[src/rtl/core/tpe_pkg.sv]
package tpe_pkg;

  typedef enum logic [2:0] {
    REQ_ADD    = 3'd0,
    REQ_CANCEL = 3'd1,
    REQ_QUERY  = 3'd2,
    REQ_STEP   = 3'd3,
    REQ_CLEAR  = 3'd4
  } req_e;

  localparam int RES_MAX = 16;
  localparam int CNT_MAX = 31;

  typedef struct packed {
    logic [2:0]  req_type;
    logic [7:0]  owner_id;
    logic [7:0]  event_id;
    logic [31:0] start_delay;
    logic [31:0] reload_period;
    logic [31:0] elapsed_time;
    logic        post_ready;
  } req_t;

  typedef struct packed {
    logic       status;
    logic [4:0] match_count;
    logic       is_armed;
    logic       fired;
    logic [7:0] fired_owner;
    logic [7:0] fired_event;
    logic       last;
  } res_t;

  // controller -> datapath
  typedef struct packed {
    logic latch;
    logic walk_rd;
    logic finish;
  } cmd_t;

  // datapath -> controller
  typedef struct packed {
    logic rd_last;
  } sts_t;

endpackage

[src/rtl/core/tpe_ram.sv]
module tpe_ram #(
  parameter int WIDTH = 8,
  parameter int DEPTH = 16
) (
  input  logic                                   clk,
  input  logic                                   we,
  input  logic [(DEPTH > 1 ? $clog2(DEPTH) : 1)-1:0] waddr,
  input  logic [WIDTH-1:0]                       wdata,
  input  logic [(DEPTH > 1 ? $clog2(DEPTH) : 1)-1:0] raddr,
  output logic [WIDTH-1:0]                       rdata
);

  logic [WIDTH-1:0] mem [DEPTH];

  always_ff @(posedge clk) begin
    if (we) begin
      mem[waddr] <= wdata;
    end
    rdata <= mem[raddr];
  end

endmodule

[src/rtl/core/tpe_ctrl.sv]
module tpe_ctrl (
  input  logic          clk,
  input  logic          rst,
  input  logic          start,
  input  logic [2:0]    req_type,
  input  tpe_pkg::sts_t sts,
  output tpe_pkg::cmd_t cmd,
  output logic          busy
);

  typedef enum logic [1:0] {IDLE, WALK, DRAIN, FINISH} state_t;

  state_t state;

  always_ff @(posedge clk) begin
    if (rst) begin
      state <= IDLE;
    end else begin
      case (state)
        IDLE: begin
          if (start) begin
            if (req_type inside {tpe_pkg::REQ_CANCEL, tpe_pkg::REQ_QUERY,
                                 tpe_pkg::REQ_STEP}) begin
              state <= WALK;
            end else begin
              state <= FINISH;
            end
          end
        end
        WALK: begin
          if (sts.rd_last) begin
            state <= DRAIN;
          end
        end
        DRAIN:   state <= FINISH;
        FINISH:  state <= IDLE;
        default: state <= IDLE;
      endcase
    end
  end

  always_comb begin
    cmd.latch   = (state == IDLE) && start;
    cmd.walk_rd = (state == WALK);
    cmd.finish  = (state == FINISH);
    busy        = (state != IDLE);
  end

endmodule

[src/rtl/core/tpe_dpath.sv]
module tpe_dpath #(
  parameter int SLOT_COUNT = 16,
  parameter int ID_WIDTH   = 8
) (
  input  logic          clk,
  input  logic          rst,
  input  tpe_pkg::req_t req,
  input  tpe_pkg::cmd_t cmd,
  output tpe_pkg::sts_t sts,
  output tpe_pkg::res_t result,
  output logic          done
);

  localparam int AW = SLOT_COUNT > 1 ? $clog2(SLOT_COUNT) : 1;
  localparam int CW = $clog2(SLOT_COUNT + 1);
  localparam int WW = 2 * ID_WIDTH + 64;

  tpe_pkg::req_t req_q;
  logic [SLOT_COUNT-1:0] used;
  logic [AW-1:0] rd_idx;
  logic [AW-1:0] wr_idx;
  logic          rd_vld;
  logic [CW-1:0] match_cnt;
  logic [4:0]    fire_cnt;
  logic          pend_vld;
  logic [7:0]    pend_owner;
  logic [7:0]    pend_event;

  logic          we;
  logic [AW-1:0] waddr;
  logic [WW-1:0] wdata;
  logic [WW-1:0] rdata;

  logic [ID_WIDTH-1:0] own_m, ev_m, r_own, r_ev;
  logic [31:0] r_rem, r_per, rem_sub;
  logic        slot_live, fire_now, match_now, found;
  logic [AW-1:0] free_idx;
  logic [4:0]  cnt_sat;
  tpe_pkg::res_t res_fin;

  tpe_ram #(.WIDTH(WW), .DEPTH(SLOT_COUNT)) u_ram (
    .clk   (clk),
    .we    (we),
    .waddr (waddr),
    .wdata (wdata),
    .raddr (rd_idx),
    .rdata (rdata)
  );

  always_comb begin
    own_m = ID_WIDTH'(req_q.owner_id);
    ev_m  = ID_WIDTH'(req_q.event_id);
    {r_own, r_ev, r_rem, r_per} = rdata;
    rem_sub   = (req_q.elapsed_time >= r_rem) ? 32'd0 : r_rem - req_q.elapsed_time;
    slot_live = rd_vld && used[wr_idx];
    fire_now  = slot_live && req_q.req_type == tpe_pkg::REQ_STEP && rem_sub == 32'd0 &&
                req_q.post_ready && (32'(fire_cnt) < tpe_pkg::RES_MAX);
    match_now = slot_live && r_own == own_m && r_ev == ev_m;
    found    = 1'b0;
    free_idx = '0;
    for (int i = SLOT_COUNT - 1; i >= 0; i--) begin
      if (!used[i]) begin
        found    = 1'b1;
        free_idx = AW'(i);
      end
    end
    cnt_sat = (32'(match_cnt) > tpe_pkg::CNT_MAX) ? 5'(tpe_pkg::CNT_MAX) : 5'(match_cnt);
    if (cmd.finish) begin
      we    = req_q.req_type == tpe_pkg::REQ_ADD && found;
      waddr = free_idx;
      wdata = {own_m, ev_m, req_q.start_delay, req_q.reload_period};
    end else begin
      we    = slot_live && req_q.req_type == tpe_pkg::REQ_STEP;
      waddr = wr_idx;
      wdata = {r_own, r_ev, (fire_now ? r_per : rem_sub), r_per};
    end
    sts.rd_last = (rd_idx == AW'(SLOT_COUNT - 1));
    // final result of the request
    res_fin = '0;
    res_fin.last = 1'b1;
    case (req_q.req_type)
      tpe_pkg::REQ_ADD:    res_fin.status = !found;
      tpe_pkg::REQ_CANCEL: res_fin.match_count = cnt_sat;
      tpe_pkg::REQ_QUERY: begin
        res_fin.match_count = cnt_sat;
        res_fin.is_armed    = (match_cnt != '0);
      end
      tpe_pkg::REQ_STEP: begin
        if (pend_vld) begin
          res_fin.fired       = 1'b1;
          res_fin.fired_owner = pend_owner;
          res_fin.fired_event = pend_event;
        end
      end
      default: ;
    endcase
  end

  always_ff @(posedge clk) begin
    if (rst) begin
      used   <= '0;
      rd_vld <= 1'b0;
      done   <= 1'b0;
    end else begin
      rd_vld <= cmd.walk_rd;
      wr_idx <= rd_idx;
      if (cmd.latch) begin
        req_q     <= req;
        rd_idx    <= '0;
        match_cnt <= '0;
        fire_cnt  <= '0;
        pend_vld  <= 1'b0;
      end else if (cmd.walk_rd) begin
        rd_idx <= rd_idx + AW'(1);
      end
      if (rd_vld && req_q.req_type != tpe_pkg::REQ_STEP && match_now) begin
        match_cnt <= match_cnt + CW'(1);
        if (req_q.req_type == tpe_pkg::REQ_CANCEL) begin
          used[wr_idx] <= 1'b0;
        end
      end
      if (fire_now) begin
        fire_cnt   <= fire_cnt + 5'd1;
        pend_vld   <= 1'b1;
        pend_owner <= 8'(r_own);
        pend_event <= 8'(r_ev);
        if (r_per == 32'd0) begin
          used[wr_idx] <= 1'b0;
        end
      end
      // hold one fired event back so the final one can carry last
      if (fire_now && pend_vld) begin
        done   <= 1'b1;
        result <= '{status: 1'b0, match_count: 5'd0, is_armed: 1'b0, fired: 1'b1,
                    fired_owner: pend_owner, fired_event: pend_event, last: 1'b0};
      end else if (cmd.finish) begin
        done   <= 1'b1;
        result <= res_fin;
      end else begin
        done <= 1'b0;
      end
      if (cmd.finish) begin
        case (req_q.req_type)
          tpe_pkg::REQ_ADD: begin
            if (found) begin
              used[free_idx] <= 1'b1;
            end
          end
          tpe_pkg::REQ_CLEAR: used <= '0;
          default: ;
        endcase
      end
    end
  end

endmodule

[src/rtl/core/timer_pool_engine.sv]
// Add, clear and unknown requests go from IDLE to FINISH, which registers the result;
// cancel, query and step walk each slot in WALK, one slot a cycle through the slot
// RAM's single read port, then pass DRAIN and FINISH. busy stays high until the last
// result. Each fired event waits for a later fire or the end, where it carries last.
// A new request is taken only while idle. Synchronous reset empties the pool.
// Results are strobed by done for one cycle; the receiver cannot stall.
module timer_pool_engine #(
  parameter int SLOT_COUNT = 16,
  parameter int ID_WIDTH   = 8
) (
  input  logic          clk,
  input  logic          rst,
  input  logic          start,
  output logic          busy,
  input  tpe_pkg::req_t req,
  output tpe_pkg::res_t result,
  output logic          done
);

  tpe_pkg::cmd_t cmd;
  tpe_pkg::sts_t sts;

  tpe_ctrl u_ctrl (
    .clk      (clk),
    .rst      (rst),
    .start    (start),
    .req_type (req.req_type),
    .sts      (sts),
    .cmd      (cmd),
    .busy     (busy)
  );

  tpe_dpath #(.SLOT_COUNT(SLOT_COUNT), .ID_WIDTH(ID_WIDTH)) u_dpath (
    .clk    (clk),
    .rst    (rst),
    .req    (req),
    .cmd    (cmd),
    .sts    (sts),
    .result (result),
    .done   (done)
  );

endmodule

[config.mk]
export PLATFORM = sky130hd
export DESIGN_NAME = timer_pool_engine
export DESIGN_NICKNAME = d
export VERILOG_FILES = /design/src/rtl/core/tpe_pkg.sv /design/src/rtl/core/tpe_ram.sv /design/src/rtl/core/tpe_ctrl.sv /design/src/rtl/core/tpe_dpath.sv /design/src/rtl/core/timer_pool_engine.sv
export SDC_FILE = /design/constraint.sdc
export NUM_CORES = 2
export LEC_CHECK = 0
export BUFFER_PORTS_ARGS = -buffer_cell sky130_fd_sc_hd__clkbuf_2
export CORE_MARGIN = 5
export CORE_UTILIZATION = 50
export DETAILED_ROUTE_END_ITERATION = 8
export GPL_TIMING_DRIVEN = 0
export PLACE_DENSITY = 0.69
export SKIP_LAST_GASP = 1
export SLEW_MARGIN = 20
export SYNTH_ARGS = -nofsm -noshare
export SYNTH_HDL_FRONTEND = slang
export SYNTH_SLANG_ARGS = --single-unit
[constraint.sdc]
create_clock -name clk -period 23.1 [get_ports clk]
set_input_delay 1.155 -clock clk [delete_from_list [all_inputs] [get_ports clk]]
set_output_delay 1.155 -clock clk [all_outputs]
set_load 0.01 [all_outputs]
# After elaboration in Yosys (flattened, before gate mapping)
# Memories as Yosys holds them, arrays and structs flattened. A register that Yosys moved wholly into a read port is not among the register bits.
# Cells that the tools add are included.
# word_totals
register_bits,196
ramBits,1280
output_inout_bits,27
mem_count,1
# classes
n_addsub,4
magnitude_cmp,6
n_eq_ne,16
n_mux,72
bitwise_logic,5
n_reduce_logical,34
# memory_table
name,depth,word_bits,rd,rd_ports_with_merged_regs,wr,line,text
u_dpath.u_ram.mem,16,80,1,1,1,tpe_ram.sv:13,logic [WIDTH-1:0] mem [DEPTH];
# op_table
cell,count
16-bit 2-to-1 mux,8
80-bit 2-to-1 mux,1
4-bit 2-to-1 mux,18
32-bit zero test,2
32-bit 2-to-1 mux,2
17-bit 2-to-1 mux,3
16-bit bitwise AND,2
32-bit >= comparator,1
16-bit one-hot mux with 2 select lines,1
32-bit subtractor,1
1-bit 2-to-1 mux,27
25-bit 2-to-1 mux,1
5-bit 2-to-1 mux,4
8-bit equality test,2
16-bit NOT,1
16-bit OR,1
1-bit logical AND,14
2-bit AND reduction,7
"3-bit by 2-bit equality test with 1-bit output, second input constant",4
"5-bit by 1-bit adder with 5-bit output, second input constant",2
"4-bit by 5-bit < comparator with 1-bit output, second input constant",2
2-bit nonzero test,5
1-bit demux with 4-bit select,2
"4-bit by 1-bit >= comparator with 1-bit output, second input constant",2
other kinds (19),24

# Depth between registers and ports, before layout
# logic_depth
word_depth,24
mapped_depth,14

# Modules after synthesis
# A second synthesis with hierarchy kept.
# hier_totals
cells_unflattened,3105
area_unflattened_um2,60575.6
# modules_own_cells
module,n_inst,cells_per_inst,area_each_um2,seq_area_each_um2
tpe_ram,1,2054,49422.4,40038.4
tpe_dpath,1,1027,10955.5,5645.4
tpe_ctrl,1,24,197.7,40.0

# Worst setup path before layout
# Ideal clock, no wire load.
# synth_timing
path_type,register to register
from,register u_dpath.wr_idx[1]
to,"memory u_dpath.u_ram.mem[11][0] (netlist name), enable pin"
t_arrival_ns,7.609
required_ns,22.467
path_slack_ns,14.858
path_stages_with_launch,10
path_buffers,1
cell_sequence,edfxtp_1 buf_6 mux4_2 nor2_1 nor4b_2 nor2_1 nor3_1 a21oi_1 nor4_1 nor3b_1
# synth_via
elab_chain_len,7
elab_cells_between_ends,8
cone_classes,6 x mux; 2 x reduce/logical
# synth_rtl
element,line,text
from (decl),tpe_dpath.sv:21,logic [AW-1:0] wr_idx;
from (signal assigned),tpe_dpath.sv:106,wr_idx <= rd_idx;
1-bit binary-select mux with 4-bit select,tpe_dpath.sv:55,slot_live = rd_vld && used[wr_idx];
1-bit 2-to-1 mux (implied by the code),tpe_dpath.sv:55,
1-bit logical AND,tpe_dpath.sv:55,
1-bit logical AND,tpe_dpath.sv:73,we = slot_live && req_q.req_type == tpe_pkg::REQ_STEP;
1-bit 2-to-1 mux,tpe_dpath.sv:68,if (cmd.finish) begin
1-bit 2-to-1 mux,tpe_ram.sv:16,if (we) begin
1-bit 2-to-1 mux (implied by the code),tpe_ram.sv:17,mem[waddr] <= wdata;
to (decl),tpe_ram.sv:13,
# Several ways; a longest one is shown, not always the timed one. The select of a mux whose other input is x is not followed.

# Final worst setup path
# layout_timing
from,register u_dpath.req_q[1] (netlist name)
to,"memory u_dpath.u_ram.mem[6][44] (netlist name), data pin"
# layout_via
elab_chain_len,8
elab_cells_between_ends,9
cone_classes,1 x add/sub; 1 x order compare; 3 x mux; 4 x reduce/logical
# layout_rtl
element,line,text
from (decl),tpe_dpath.sv:18,tpe_pkg::req_t req_q;
from (signal assigned),tpe_dpath.sv:108,req_q <= req;
32-bit subtractor / 32-bit >= comparator (equally long branches),tpe_dpath.sv:54,rem_sub = (req_q.elapsed_time >= r_rem) ? 32'd0 : r_rem - req_q.elapsed_time;
32-bit 2-to-1 mux *,tpe_dpath.sv:54,
32-bit zero test,tpe_dpath.sv:56,fire_now = slot_live && req_q.req_type == tpe_pkg::REQ_STEP && rem_sub == 32'd0 &&
1-bit logical AND (2 in a row),tpe_dpath.sv:56,
1-bit logical AND,tpe_dpath.sv:57,req_q.post_ready && (32'(fire_cnt) < tpe_pkg::RES_MAX);
32-bit 2-to-1 mux *,tpe_dpath.sv:75,"wdata = {r_own, r_ev, (fire_now ? r_per : rem_sub), r_per};"
80-bit 2-to-1 mux *,tpe_dpath.sv:68,
named net u_dpath.u_ram.wdata[44],tpe_ram.sv:8,"input logic [WIDTH-1:0] wdata,"
# The timed path passes the listed nets; every way through them passes the cells marked *.

==> results.json <==
{
  "rsz0062_at_grt": "false",
  "period_needed_ns": 5.65,
  "ios": 146,
  "slew_viol_final": 0,
  "regToRegSetupSlack_ns": 17.45,
  "hold_buffers": 0,
  "clockBufferDepth": 3,
  "drtAntennaViolNets": 0,
  "ff2ff_path_depth": 13,
  "drtPass1Iterations": 6,
  "grt_usage": 0.257,
  "final_hold_viol_count": 0,
  "cts_tree": "yes",
  "finalNetCount": 4136,
  "drv_cap": 0,
  "drc": 0,
  "worst_slew_pin_slew_ns": 1.24,
  "async_flop_share": 0,
  "avgRoutedWirePerCell_um": 29.6,
  "place.gp.congestion": 0.891,
  "synth-warning-count": 0,
  "maxSlewHeadroom": 0.171,
  "cts.sinks": 1556,
  "drive_gt1_frac": 0.204,
  "core_area_um2": 123000,
  "placementRows": 129,
  "status": "finished clean",
  "worstHoldStart": "u_dpath.u_ram.rdata[66]",
  "syn-cell-area_um2": 61800,
  "avgViaCountPerCell": 6.22,
  "synth_seq_cells": 1556,
  "power.density_nw_per_um2": 122,
  "postCtsSetupRepairBufs": 0,
  "grt_pass1_wl_mm": 244,
  "syn_inst": 3569,
  "final.period_utilization": 0.245,
  "synth_edf_count": 1456,
  "r2r-end": "u_dpath.u_ram.mem[6][44]",
  "die_w_um": 361,
  "drtIter0Drc": 4575,
  "placed_area_um2": 66600,
  "setup_viol": 0,
  "grt_pass1_vias": 34903,
  "synth_nets": 3730,
  "insertion_delay_ns": 0.79,
  "critical_path_class": "reg2reg",
  "start_kind": "flip-flop",
  "overflow": 0,
  "multiInputGateArea_um2": 15200,
  "area_growth_pct": 16.2,
  "place.port_buffers": 145,
  "dp_hpwl_mm": 116,
  "worst_ep_required_time_ns": 23.51,
  "fillerInstances": 8995,
  "cts_resized": 0,
  "dieArea_um2": 131000,
  "synth.avg_cell_area_um2": 17.3,
  "die_y_um": 361,
  "wl_mm": 170,
  "hold_depth": 0,
  "final_area_um2": 71700,
  "fmax_mhz": 177,
  "ir_drop_v": 0.0000782,
  "p_leak_nw": 24.0,
  "grt_max_degree": 35,
  "antenna_found_initial": 11,
  "end_kind": "flip-flop",
  "ys_seq_area_frac": 0.740,
  "fin_tns_setup_ns": 0,
  "r2r_start": "u_dpath.req_q[1]",
  "clkTransAtPathRegs_ns": 0.06,
  "worst_clock_skew_ns": 0.0301,
  "register_area_um2": 45700,
  "worstPathMaxFanout": 16,
  "ys_types": 75,
  "hold_path_class": "reg2reg",
  "synthFlopType": "edfxtp_1",
  "cts_root_buf": "clkbuf_16",
  "final_util": 0.582,
  "hold-path-endpoint": "u_dpath.pend_event[2]",
  "numCtsBuffers": 155,
  "htree_levels": 4,
  "worstPathArrival_ns": 6.06,
  "num_vias": 35756,
  "start_util": 0.501
}
layout make-up:
| cell class | count | area share |
|---|---|---|
| flip-flops and latches | 1556 | 0.637 |
| multi-input cells | 1774 | 0.212 |
| clock buffers | 229 | 0.0625 |
| repair buffers | 249 | 0.0369 |
| well taps | 1637 | 0.0286 |
| plain buffers | 185 | 0.0110 |
| clock inverters | 57 | 0.00869 |
| inverters | 54 | 0.00283 |
| diodes | 3 | 0.000105 |
stage by stage:
stage / hold WS, ns / instances / power (mW) / setup WS [ns]
global placement: 0.436 / 5351 / 6.12 / 6.29
CTS: 0.474 / 5737 / 8.69 / 17.56
global route: 0.485 / 5741 / 9.05 / 17.24
detailed placement: 0.461 / 5451 / 6.19 / 17.61
floorplan: 0.424 / 3569 / 5.26 / 14.86
finish: 0.471 / 5744 / 8.73 / 17.45
registers in the layout, summed over array words and instances, names as in the netlist, 8 cells and up:
name	cells
u_dpath.used	16
u_dpath.own_m	8
u_dpath.result	25
u_dpath.u_ram.mem	1280
u_dpath.pend_owner	8
u_dpath.u_ram.rdata	80
u_dpath.req_q	100
u_dpath.pend_event	8
u_dpath.ev_m	8
cell usage after synthesis (29+ instances only):
| cell type | number | area [um2] |
|---|---|---|
| a21oi_1 | 143 | 716 |
| a221oi_1 | 82 | 718 |
| a22oi_1 | 87 | 653 |
| and2_1 | 37 | 231 |
| clkbuf_1 | 143 | 537 |
| dfxtp_1 | 100 | 2000 |
| edfxtp_1 | 1456 | 43700 |
| ha_1 | 41 | 513 |
| inv_1 | 54 | 203 |
| mux2_2 | 132 | 1490 |
| mux2i_1 | 246 | 2460 |
| mux4_2 | 161 | 3630 |
| nand2_1 | 172 | 646 |
| nand3_1 | 40 | 200 |
| nand4_1 | 29 | 181 |
| nor2_1 | 83 | 312 |
| nor3_1 | 34 | 170 |
| o21ai_0 | 226 | 1130 |
routing by layer:
layer  track usage  wire, um
met3        0.0741     19700
met1         0.367     68200
met5             0        27
met4        0.0831      5780
met2         0.386     76200
kinds of logic after synthesis:
family                   after synthesis  share of synthesized area
flip-flops                          1556                      0.740
buffers and inverters                239                     0.0156
XOR/XNOR                              39                    0.00553
adder cells (fa/ha/maj)               42                    0.00863
multiplexers                         540                      0.123
AND/OR/NAND/NOR                      491                     0.0392
AO/OA/AOI/OAI                        662                     0.0676
how the worst max path moves through the flow:
stage / startpoint / to
floorplan: u_dpath.wr_idx[1] / u_dpath.u_ram.mem[11][0]
global placement: u_ctrl.state[0] / u_dpath.u_ram.mem[9][23]
detailed placement: u_dpath.req_q[1] / u_dpath.u_ram.mem[10][43]
CTS: u_dpath.req_q[1] / u_dpath.u_ram.mem[12][43]
global route: u_dpath.req_q[1] / u_dpath.u_ram.mem[4][44]
finish: u_dpath.req_q[1] / u_dpath.u_ram.mem[6][44]
layout by cell type (no fill, tap or decap), drive strengths merged, types with 100 or more instances in the layout:
cell type and count:
o21ai 231, mux2 132, a21oi 144, mux2i 246, nand2 172, mux4 162, clkbuf 528, edfxtp 1456
dfxtp 100, buf 135
where the power goes:
part	leakage [nW]	total, mW	switching, mW	internal, mW
sequential	14.0	3.86	0.140	3.72
clock	2.47	2.51	1.06	1.45
combinational	7.51	2.35	1.66	0.694
total	24.0	8.73	2.86	5.87
worst max-delay path, cell delays in order (launching register included):
cell and delay [ns]:
edfxtp_1 0.45, ha_1 0.24, fa_1 0.40, nand2b_1 0.20
a211oi_1 0.80, o211ai_1 0.20, nand3b_1 0.39, a21oi_1 0.15
xnor2_1 0.60, and4bb_2 0.35, a41o_2 0.34, buf_6 0.18
a31oi_1 0.25, o21ai_1 0.69
Power figures use the tool's default switching activity.
